[config.mk]
export PLATFORM = sky130hd
export DESIGN_NAME = rational_fir_resampler
export DESIGN_NICKNAME = d
export VERILOG_FILES = /design/src/rtl/rfr_pkg.sv /design/src/rtl/rfr_serial_mac.sv /design/src/rtl/rational_fir_resampler.sv
export SDC_FILE = /design/constraint.sdc
export NUM_CORES = 2
export LEC_CHECK = 0
export BUFFER_PORTS_ARGS = -buffer_cell sky130_fd_sc_hd__buf_2
export CORE_UTILIZATION = 45
export CTS_BUF_LIST = sky130_fd_sc_hd__clkbuf_4 sky130_fd_sc_hd__clkbuf_8 sky130_fd_sc_hd__clkbuf_16
export DETAILED_ROUTE_END_ITERATION = 6
export PLACE_DENSITY_LB_ADDON = 0.15
export SLEW_MARGIN = 0
export SYNTH_ARGS = -nofsm -noshare
export SYNTH_HDL_FRONTEND = slang
export SYNTH_HIERARCHICAL = 1
export SYNTH_SLANG_ARGS = --single-unit
[constraint.sdc]
create_clock -name clk_i -period 6.4 [get_ports clk_i]
set_input_delay 0.96 -clock clk_i [delete_from_list [all_inputs] [get_ports clk_i]]
set_output_delay 0.96 -clock clk_i [all_outputs]
set_load 0.05 [all_outputs]
[src/rtl/rfr_pkg.sv]
// Package for the rational FIR resampler: constants, state codes and the
// coefficient ROM function. No dependencies.
package rfr_pkg;

  localparam int SAMPLE_BITS = 16;
  localparam int ROM_BITS    = 18;
  localparam int ROM_DEPTH   = 63;

  localparam logic [1:0] UP_MODE0   = 2'd3;
  localparam logic [1:0] DOWN_MODE0 = 2'd2;
  localparam logic [1:0] UP_MODE1   = 2'd2;
  localparam logic [1:0] DOWN_MODE1 = 2'd3;

  typedef enum logic [4:0] {
    ST_IDLE  = 5'b00001,
    ST_WRITE = 5'b00010,
    ST_MAC   = 5'b00100,
    ST_ROUND = 5'b01000,
    ST_OUT   = 5'b10000
  } state_e;

  // Coefficient ROM, signed Q1.17, taps sum to 2^17.
  function automatic logic signed [ROM_BITS-1:0] coef_rom(input logic [7:0] k);
    logic signed [ROM_BITS-1:0] c;
    case (k)
      8'd0: c = -18'sd14;     8'd1: c = 18'sd81;      8'd2: c = 18'sd127;
      8'd3: c = 18'sd75;      8'd4: c = -18'sd69;     8'd5: c = -18'sd213;
      8'd6: c = -18'sd215;    8'd7: c = 18'sd0;       8'd8: c = 18'sd321;
      8'd9: c = 18'sd473;     8'd10: c = 18'sd225;    8'd11: c = -18'sd351;
      8'd12: c = -18'sd827;   8'd13: c = -18'sd695;   8'd14: c = 18'sd150;
      8'd15: c = 18'sd1165;   8'd16: c = 18'sd1445;   8'd17: c = 18'sd470;
      8'd18: c = -18'sd1278;  8'd19: c = -18'sd2430;  8'd20: c = -18'sd1712;
      8'd21: c = 18'sd845;    8'd22: c = 18'sd3514;   8'd23: c = 18'sd3865;
      8'd24: c = 18'sd691;    8'd25: c = -18'sd4505;  8'd26: c = -18'sd7784;
      8'd27: c = -18'sd5014;  8'd28: c = 18'sd5202;   8'd29: c = 18'sd19932;
      8'd30: c = 18'sd32975;  8'd31: c = 18'sd38174;  8'd32: c = 18'sd32975;
      8'd33: c = 18'sd19932;  8'd34: c = 18'sd5202;   8'd35: c = -18'sd5014;
      8'd36: c = -18'sd7784;  8'd37: c = -18'sd4505;  8'd38: c = 18'sd691;
      8'd39: c = 18'sd3865;   8'd40: c = 18'sd3514;   8'd41: c = 18'sd845;
      8'd42: c = -18'sd1712;  8'd43: c = -18'sd2430;  8'd44: c = -18'sd1278;
      8'd45: c = 18'sd470;    8'd46: c = 18'sd1445;   8'd47: c = 18'sd1165;
      8'd48: c = 18'sd150;    8'd49: c = -18'sd695;   8'd50: c = -18'sd827;
      8'd51: c = -18'sd351;   8'd52: c = 18'sd225;    8'd53: c = 18'sd473;
      8'd54: c = 18'sd321;    8'd55: c = 18'sd0;      8'd56: c = -18'sd215;
      8'd57: c = -18'sd213;   8'd58: c = -18'sd69;    8'd59: c = 18'sd75;
      8'd60: c = 18'sd127;    8'd61: c = 18'sd81;     8'd62: c = -18'sd14;
      default: c = '0;
    endcase
    return c;
  endfunction

endpackage

[src/rtl/rfr_serial_mac.sv]
// Bit-serial multiply-accumulate: one sample bit per cycle while step_i is high, against a
// parallel coefficient. Depends on rfr_pkg.
module rfr_serial_mac #(
  parameter int COEF_BITS = 18,
  parameter int ACC_BITS  = 48
) (
  input  logic                        clk_i,
  input  logic                        rst_ni,
  input  logic                        clear_i,
  input  logic                        load_i,
  input  logic                        step_i,
  input  logic signed [15:0]          sample_i,
  input  logic signed [COEF_BITS-1:0] coef_i,
  output logic                        done_o,
  output logic signed [ACC_BITS-1:0]  acc_o
);
  import rfr_pkg::*;

  logic [15:0]                 shift_q, shift_d;
  logic [4:0]                  bit_q, bit_d;
  logic                        busy_q, busy_d;
  logic signed [COEF_BITS-1:0] coef_q, coef_d;
  logic signed [ACC_BITS-1:0]  acc_q, acc_d;
  logic signed [ACC_BITS-1:0]  term;

  // Shift-and-add, MSB first; the sign bit carries negative weight.
  always_comb begin
    shift_d = shift_q;
    bit_d   = bit_q;
    busy_d  = busy_q;
    coef_d  = coef_q;
    acc_d   = acc_q;
    term    = ACC_BITS'(coef_q);
    if (clear_i) begin
      acc_d = '0;
    end
    if (load_i) begin
      shift_d = sample_i;
      coef_d  = coef_i;
      bit_d   = 5'd15;
      busy_d  = 1'b1;
    end else if (step_i && busy_q) begin
      if (shift_q[bit_q[3:0]]) begin
        if (bit_q == 5'd15) begin
          acc_d = acc_q - (term <<< bit_q);
        end else begin
          acc_d = acc_q + (term <<< bit_q);
        end
      end
      if (bit_q == 5'd0) begin
        busy_d = 1'b0;
      end else begin
        bit_d = bit_q - 5'd1;
      end
    end
  end

  always_ff @(posedge clk_i or negedge rst_ni) begin
    if (!rst_ni) begin
      busy_q <= 1'b0;
      bit_q  <= '0;
    end else begin
      busy_q <= busy_d;
      bit_q  <= bit_d;
    end
  end

  always_ff @(posedge clk_i) begin
    shift_q <= shift_d;
    coef_q  <= coef_d;
    acc_q   <= acc_d;
  end

  assign done_o = busy_q && step_i && (bit_q == 5'd0);
  assign acc_o  = acc_q;
endmodule

[src/rtl/rational_fir_resampler.sv]
// Rational FIR resampler top: delay line RAM, sequencer, serial MAC.
// Depends on rfr_pkg and rfr_serial_mac.
// A slot without an output only writes the delay line; a slot with an output writes it, then runs
// a RAM read, a MAC load and 16 MAC bit steps per tap, then rounds and delivers the result.
// stall_o holds off the next input until every slot of the current input is done.
// Reset clears the delay line before the first input is accepted.
module rational_fir_resampler (
  input  logic               clk_i,
  input  logic               rst_ni,
  input  logic               valid_i,
  output logic               stall_o,
  input  logic signed [15:0] sample_in_i,
  output logic               valid_o,
  input  logic               stall_i,
  output logic signed [15:0] sample_out_o,
  output logic               last_o,
  input  logic               cfg_valid_i,
  output logic               cfg_ready_o,
  input  logic               cfg_data_i
);
  import rfr_pkg::*;

  localparam int NUM_TAPS  = ROM_DEPTH;
  localparam int COEF_BITS = ROM_BITS;
  localparam int AW   = $clog2(NUM_TAPS);
  localparam int ACCW = COEF_BITS + 16 + 10;
  localparam int FRAC = COEF_BITS - 1;
  localparam logic [AW-1:0] LAST_IDX = AW'(NUM_TAPS - 1);

  state_e st_q, st_d;
  logic [AW-1:0] wr_q, rd_q, tap_q, clr_q;
  logic          clr_busy_q;
  logic [1:0]    phase_q, slot_q;
  logic          mode_q;
  logic signed [15:0] xin_q;
  logic [1:0]    sub_q;
  logic signed [15:0] mem [NUM_TAPS];
  logic signed [15:0] rdata_q;
  logic signed [15:0] out_q;
  logic          last_q, vout_q;
  logic          mac_clear, mac_load, mac_step, mac_done;
  logic signed [ACCW-1:0] acc;
  logic [1:0]    up, down;
  logic [AW-1:0] wr_next;
  logic [1:0]    phase_next;
  logic          more_out;
  logic signed [ACCW-1:0] scaled, q, r, qr;
  logic signed [ACCW-1:0] half;

  assign up   = mode_q ? UP_MODE1 : UP_MODE0;
  assign down = mode_q ? DOWN_MODE1 : DOWN_MODE0;
  assign wr_next = (wr_q == LAST_IDX) ? '0 : wr_q + AW'(1);
  assign phase_next = (phase_q + 2'd1 >= down) ? 2'd0 : phase_q + 2'd1;

  assign stall_o     = (st_q != ST_IDLE) || clr_busy_q;
  assign cfg_ready_o = 1'b1;

  always_ff @(posedge clk_i or negedge rst_ni) begin
    if (!rst_ni) begin
      mode_q <= 1'b0;
    end else if (cfg_valid_i) begin
      mode_q <= cfg_data_i;
    end
  end

  // Delay line RAM: one write port shared by clear and slot writes, and a registered read port.
  always_ff @(posedge clk_i) begin
    if (clr_busy_q) begin
      mem[clr_q] <= '0;
    end else if (st_q == ST_WRITE) begin
      mem[wr_q] <= (slot_q == 2'd0) ? xin_q : '0;
    end
    rdata_q <= mem[rd_q];
  end

  rfr_serial_mac #(.COEF_BITS(COEF_BITS), .ACC_BITS(ACCW)) u_mac (
    .clk_i, .rst_ni,
    .clear_i(mac_clear), .load_i(mac_load), .step_i(mac_step),
    .sample_i(rdata_q), .coef_i(coef_rom(8'(tap_q))),
    .done_o(mac_done), .acc_o(acc)
  );

  // Round half to even from the scaled sum, then saturate.
  always_comb begin
    scaled = (up == 2'd3) ? (acc + (acc <<< 1)) : (acc <<< 1);
    half   = ACCW'(1) <<< (FRAC - 1);
    q      = scaled >>> FRAC;
    r      = scaled - (q <<< FRAC);
    qr     = q;
    if (r > half || (r == half && q[0])) qr = q + ACCW'(1);
  end

  // sub_q: 0 = issue read, 1 = load MAC, 2 = step bits.
  always_comb begin
    st_d      = st_q;
    mac_clear = 1'b0;
    mac_load  = 1'b0;
    mac_step  = 1'b0;
    case (st_q)
      ST_IDLE:  if (valid_i && !clr_busy_q) st_d = ST_WRITE;
      ST_WRITE: begin
        // A slot without an output moves on to the next slot directly, or to idle after the last slot.
        if (phase_q == 2'd0) st_d = ST_MAC;
        else st_d = (slot_q + 2'd1 != up) ? ST_WRITE : ST_IDLE;
      end
      ST_MAC: begin
        mac_load = (sub_q == 2'd1);
        mac_step = (sub_q == 2'd2);
        if (mac_done && tap_q == LAST_IDX) st_d = ST_ROUND;
      end
      ST_ROUND: st_d = ST_OUT;
      ST_OUT:   if (!stall_i) st_d = more_out ? ST_WRITE : ST_IDLE;
      default:  st_d = ST_IDLE;
    endcase
    if (st_q == ST_WRITE) mac_clear = 1'b1;
  end

  assign more_out = (slot_q != up);

  always_ff @(posedge clk_i or negedge rst_ni) begin
    if (!rst_ni) begin
      st_q <= ST_IDLE; wr_q <= '0; phase_q <= '0; slot_q <= '0;
      clr_q <= '0; clr_busy_q <= 1'b1; vout_q <= 1'b0;
      sub_q <= '0; tap_q <= '0; rd_q <= '0;
    end else begin
      st_q <= st_d;
      if (clr_busy_q) begin
        clr_q <= (clr_q == LAST_IDX) ? '0 : clr_q + AW'(1);
        if (clr_q == LAST_IDX) clr_busy_q <= 1'b0;
      end
      case (st_q)
        ST_IDLE: if (valid_i && !clr_busy_q) slot_q <= 2'd0;
        ST_WRITE: begin
          tap_q <= '0; sub_q <= 2'd0; rd_q <= wr_q;
          if (phase_q != 2'd0) begin
            wr_q <= wr_next; phase_q <= phase_next; slot_q <= slot_q + 2'd1;
          end
        end
        ST_MAC: begin
          case (sub_q)
            2'd0: sub_q <= 2'd1;
            2'd1: sub_q <= 2'd2;
            default: if (mac_done) begin
              sub_q <= 2'd0; tap_q <= tap_q + AW'(1);
              rd_q  <= (rd_q == '0) ? LAST_IDX : rd_q - AW'(1);
            end
          endcase
        end
        ST_ROUND: begin
          vout_q <= 1'b1;
          wr_q <= wr_next; phase_q <= phase_next; slot_q <= slot_q + 2'd1;
        end
        ST_OUT: if (!stall_i) vout_q <= 1'b0;
        default: ;
      endcase
    end
  end

  logic [1:0] rem_out;
  always_comb begin
    // Outputs still due in the remaining slots of this input.
    rem_out = 2'd0;
    if (3'(slot_q) + 3'd1 < 3'(up) && phase_next == 2'd0) rem_out = 2'd1;
    if (3'(slot_q) + 3'd2 < 3'(up) && down == 2'd2 && phase_next != 2'd0) rem_out = 2'd1;
  end

  always_ff @(posedge clk_i) begin
    if (st_q == ST_IDLE && valid_i && !clr_busy_q) xin_q <= sample_in_i;
    if (st_q == ST_ROUND) begin
      if (qr > ACCW'(32767))       out_q <= 16'sh7fff;
      else if (qr < -ACCW'(32768)) out_q <= -16'sh8000;
      else                         out_q <= qr[15:0];
      last_q <= (rem_out == 2'd0);
    end
  end

  assign valid_o      = vout_q;
  assign sample_out_o = out_q;
  assign last_o       = last_q;

  a_out_only_in_out: assert property (@(posedge clk_i) disable iff (!rst_ni)
    valid_o |-> st_q == ST_OUT) else $error("output valid outside delivery");
  a_no_accept_clear: assert property (@(posedge clk_i) disable iff (!rst_ni)
    clr_busy_q |-> stall_o) else $error("input accepted during clearing");
  a_hold_out: assert property (@(posedge clk_i) disable iff (!rst_ni)
    valid_o && stall_i |=> $stable(sample_out_o)) else $error("result changed");
endmodule

==> results.cfg <==
[synth]
ys_seq_elements = 1179
synth_edf_count = 1075
yosysTopAreaCell = edfxtp_1
ys.flop_type = edfxtp_1
avgSynthCellArea_um2 = 14.8
synth_async_sr_flop_share = 0.0373
synth.net_count = 3957
synth-seq-area-share = 0.610
ys_top_cells_by_count = 1075 x edfxtp_1, 337 x mux4_2, 252 x nand2_1, 242 x nor2_1, 209 x o21ai_0
yosys-top-cells-area = edfxtp_1 57%, mux4_2 13%, ha_1 2.5%, dfxtp_1 2.1%, dfrtp_1 1.9%
syn-instance-count = 3822
synthDistinctLibCells = 137
yosysWarnings = 6
synth.most_common_cell = edfxtp_1
synth_top_area_share = 0.570
netlist_area_um2 = 56700

[sta]
rsz0062_at_grt = false
final_max_slew_viol_count = 0
max-slew-margin-rel = 0.176
period_share = 0.931
final-setup-viol-count = 0
setup_tns_ns = 0
fmax_mhz = 168
post-route-min-period_ns = 5.96
hold_viol_final = 0
whs_ns = 0.355
worst_slew_pin_slew_ns = 1.24
fin_skew_ns = 0.0636

[flow_run]
max_cap_violations = 0

[floorplan]
io_pins = 42
placementRows = 129
die_area_um2 = 127000
initial_core_util = 0.456
die_w_um = 357
die_y_um = 357
core_area_um2 = 124000

[grt]
grt_pass1_vias = 33599
grt_max_degree = 123
grt-ovfl-total = 0
grt_first_pass_wirelength_um = 220000
antenna_found_initial = 2
gr-usage-all-layers = 0.231

[critical_path]
endpoint = u_mac/acc_o[43]
crit_required_ns = 6.98
rr_startpoint = u_mac/bit_q[1]
rr_worst_depth = 22
startpoint = u_mac/bit_q[1]
r2r_setup_slack_ns = 0.44
end_kind = flop
critPathKind = reg -> reg
max_stage_delay_ns = 0.55
worstPathCellList = buf_12 > mux2i_1 > mux2_2 > nand3_1 > a311oi_1 > and3_1 > nor2b_1 > nand2_1 > o21ai_0 > xnor2_1 > ha_2 > and4_1 > nand4_1 > or3_1 > o32ai_2 > o31ai_1 > buf_4 > o2111ai_2 > nand2_1 > a311oi_1 > nand4_1 > a2bb2oi_1
cp_max_fo = 34
cp.arrival_ns = 6.54
crit_path_top_delay_cell = dfrtp_4
startpoint_type = flop
r2r_end = u_mac/acc_o[43]

[power]
p_sw_mw = 6.75
p_sw_frac = 0.306
peakVddDrop_mv = 0.292
clkPwrFrac = 0.318
pwr-share-seq = 0.420
p_leak_nw = 21.0
internal-power_mw = 15.3
powerDensity_nw_per_um2 = 349
power_mw = 22.0
combPwrFrac = 0.262

[drt]
dr.pass1.iters = 7
avgRoutedWirePerCell_um = 25.9
drc = 0
wl_um = 146000
avgViaCountPerCell = 6.07
num_vias = 34232
drtIter0Drc = 3316
antenna_violating_nets_post_route = 0

[final_layout]
utilization = 0.508
fin_area_um2 = 63200
nets = 4044
drive_gt1_frac = 0.227
syn2layout_area_growth_pct = 11.5

[place]
portBuffers = 40
placed_cell_area_um2 = 59200
hpwlAfterDp_um = 93100
gp_congestion = 0.880

[clocking]
clock-sinks = 1179
cts.path.max_buffers = 3
clock-root-buffer = clkbuf_16
cts_max_level = 3
cts_buffers = 119
cts.reportedPaths.clkPinSlew_ns = 0.06
clock_latency_ns = 0.74
cts_tree = done

[hold_path]
hold_path.class = in -> async

[outcome]
status = completed
## power groups by stage
stage               logic, mW  clock network, mW  registers (mW)
detailed placement       5.81                  0            9.42
finish                   5.78               7.02            9.25
global route             6.18               7.42            9.28
global placement         5.79                  0            9.41
floorplan                4.09                  0            9.14
CTS                      5.82               7.14            9.26
## metal layers
metal	GRT usage	wire length, um	up-vias
met5	0	13	-
met3	0.0281	7930	184
met2	0.385	71700	1008
li1	-	-	15498
met4	0.0531	2970	2
met1	0.326	63300	17540
## final cells by class
type,instances,area [um2]
fillers,10429,61100
flip-flops and latches,1179,34600
multi-input cells,2364,21000
clock buffers,162,3390
well taps,1637,2050
repair buffers,178,1310
clock inverters,56,591
inverters,67,251
diodes,1,2.50
## through the flow
step	cells	setup slack, ns
2_1_floorplan	3822	0.998
3_3_place_gp	5422	0.147
3_5_place_dp	5422	0.0674
4_1_cts	5640	0.0164
5_1_grt	5643	0.00839
6_report	5644	0.445
## worst max-delay path, delay by kind of cell (launching register included)
family	cells	cell delay, ns
buffers and inverters	2	0.40
DFF	1	0.55
muxes	2	0.65
adders and majority gates	1	0.42
xor gates and xnor gates	1	0.12
and+or+nand+nor	9	1.83
AOI/OAI and AO/OA	7	1.84
## cells by family after synthesis
logic type / share of synthesized area
flops: 0.610
simple gates: 0.0826
mux: 0.148
fa+ha+maj: 0.0252
buf+inv: 0.0217
compound gates: 0.0945
other cells: 0.0000662
xor+xnor: 0.0178
## state kept, by name (all words and copies together) (netlist names), 16 cells and up
| name | cells |
|---|---|
| mem | 1008 |
| rdata_q | 16 |
| sample_out_o | 16 |
| u_mac/acc_o | 44 |
| u_mac/coef_q | 18 |
| u_mac/shift_q | 16 |
| xin_q | 16 |
## how the worst min path moves through the flow
stage | slack (ns) | to
2_1_floorplan | 0.39 | u_mac/shift_q[0]
3_3_place_gp | 0.39 | u_mac/shift_q[0]
3_5_place_dp | 0.39 | u_mac/shift_q[2]
4_1_cts | 0.33 | xin_q[11]
5_1_grt | 0.35 | xin_q[11]
6_report | 0.35 | sub_q[1]
## layout by cell type, fill, tap and decap left out, types with 52 or more instances in the layout
master,n
edfxtp_1,1075
mux4_2,337
nor3_1,62
xor2_1,52
nor2_1,201
ha_1,109
o21ai_0,207
dfxtp_1,60
buf_4,132
nand3_1,118
nand2_1,252
xnor2_1,63
clkbuf_16,121
mux2i_1,53
a21oi_1,192
inv_1,64
## what timing repair did
action / 4_1_cts / 5_1_grt
endpoints found under the setup margin: 0 / 1
hold buffers: 0 / 0
gates resized for setup: 0 / 7
buffers inserted: 0 / 3
No activity file was read; power rests on OpenSTA's default activity.
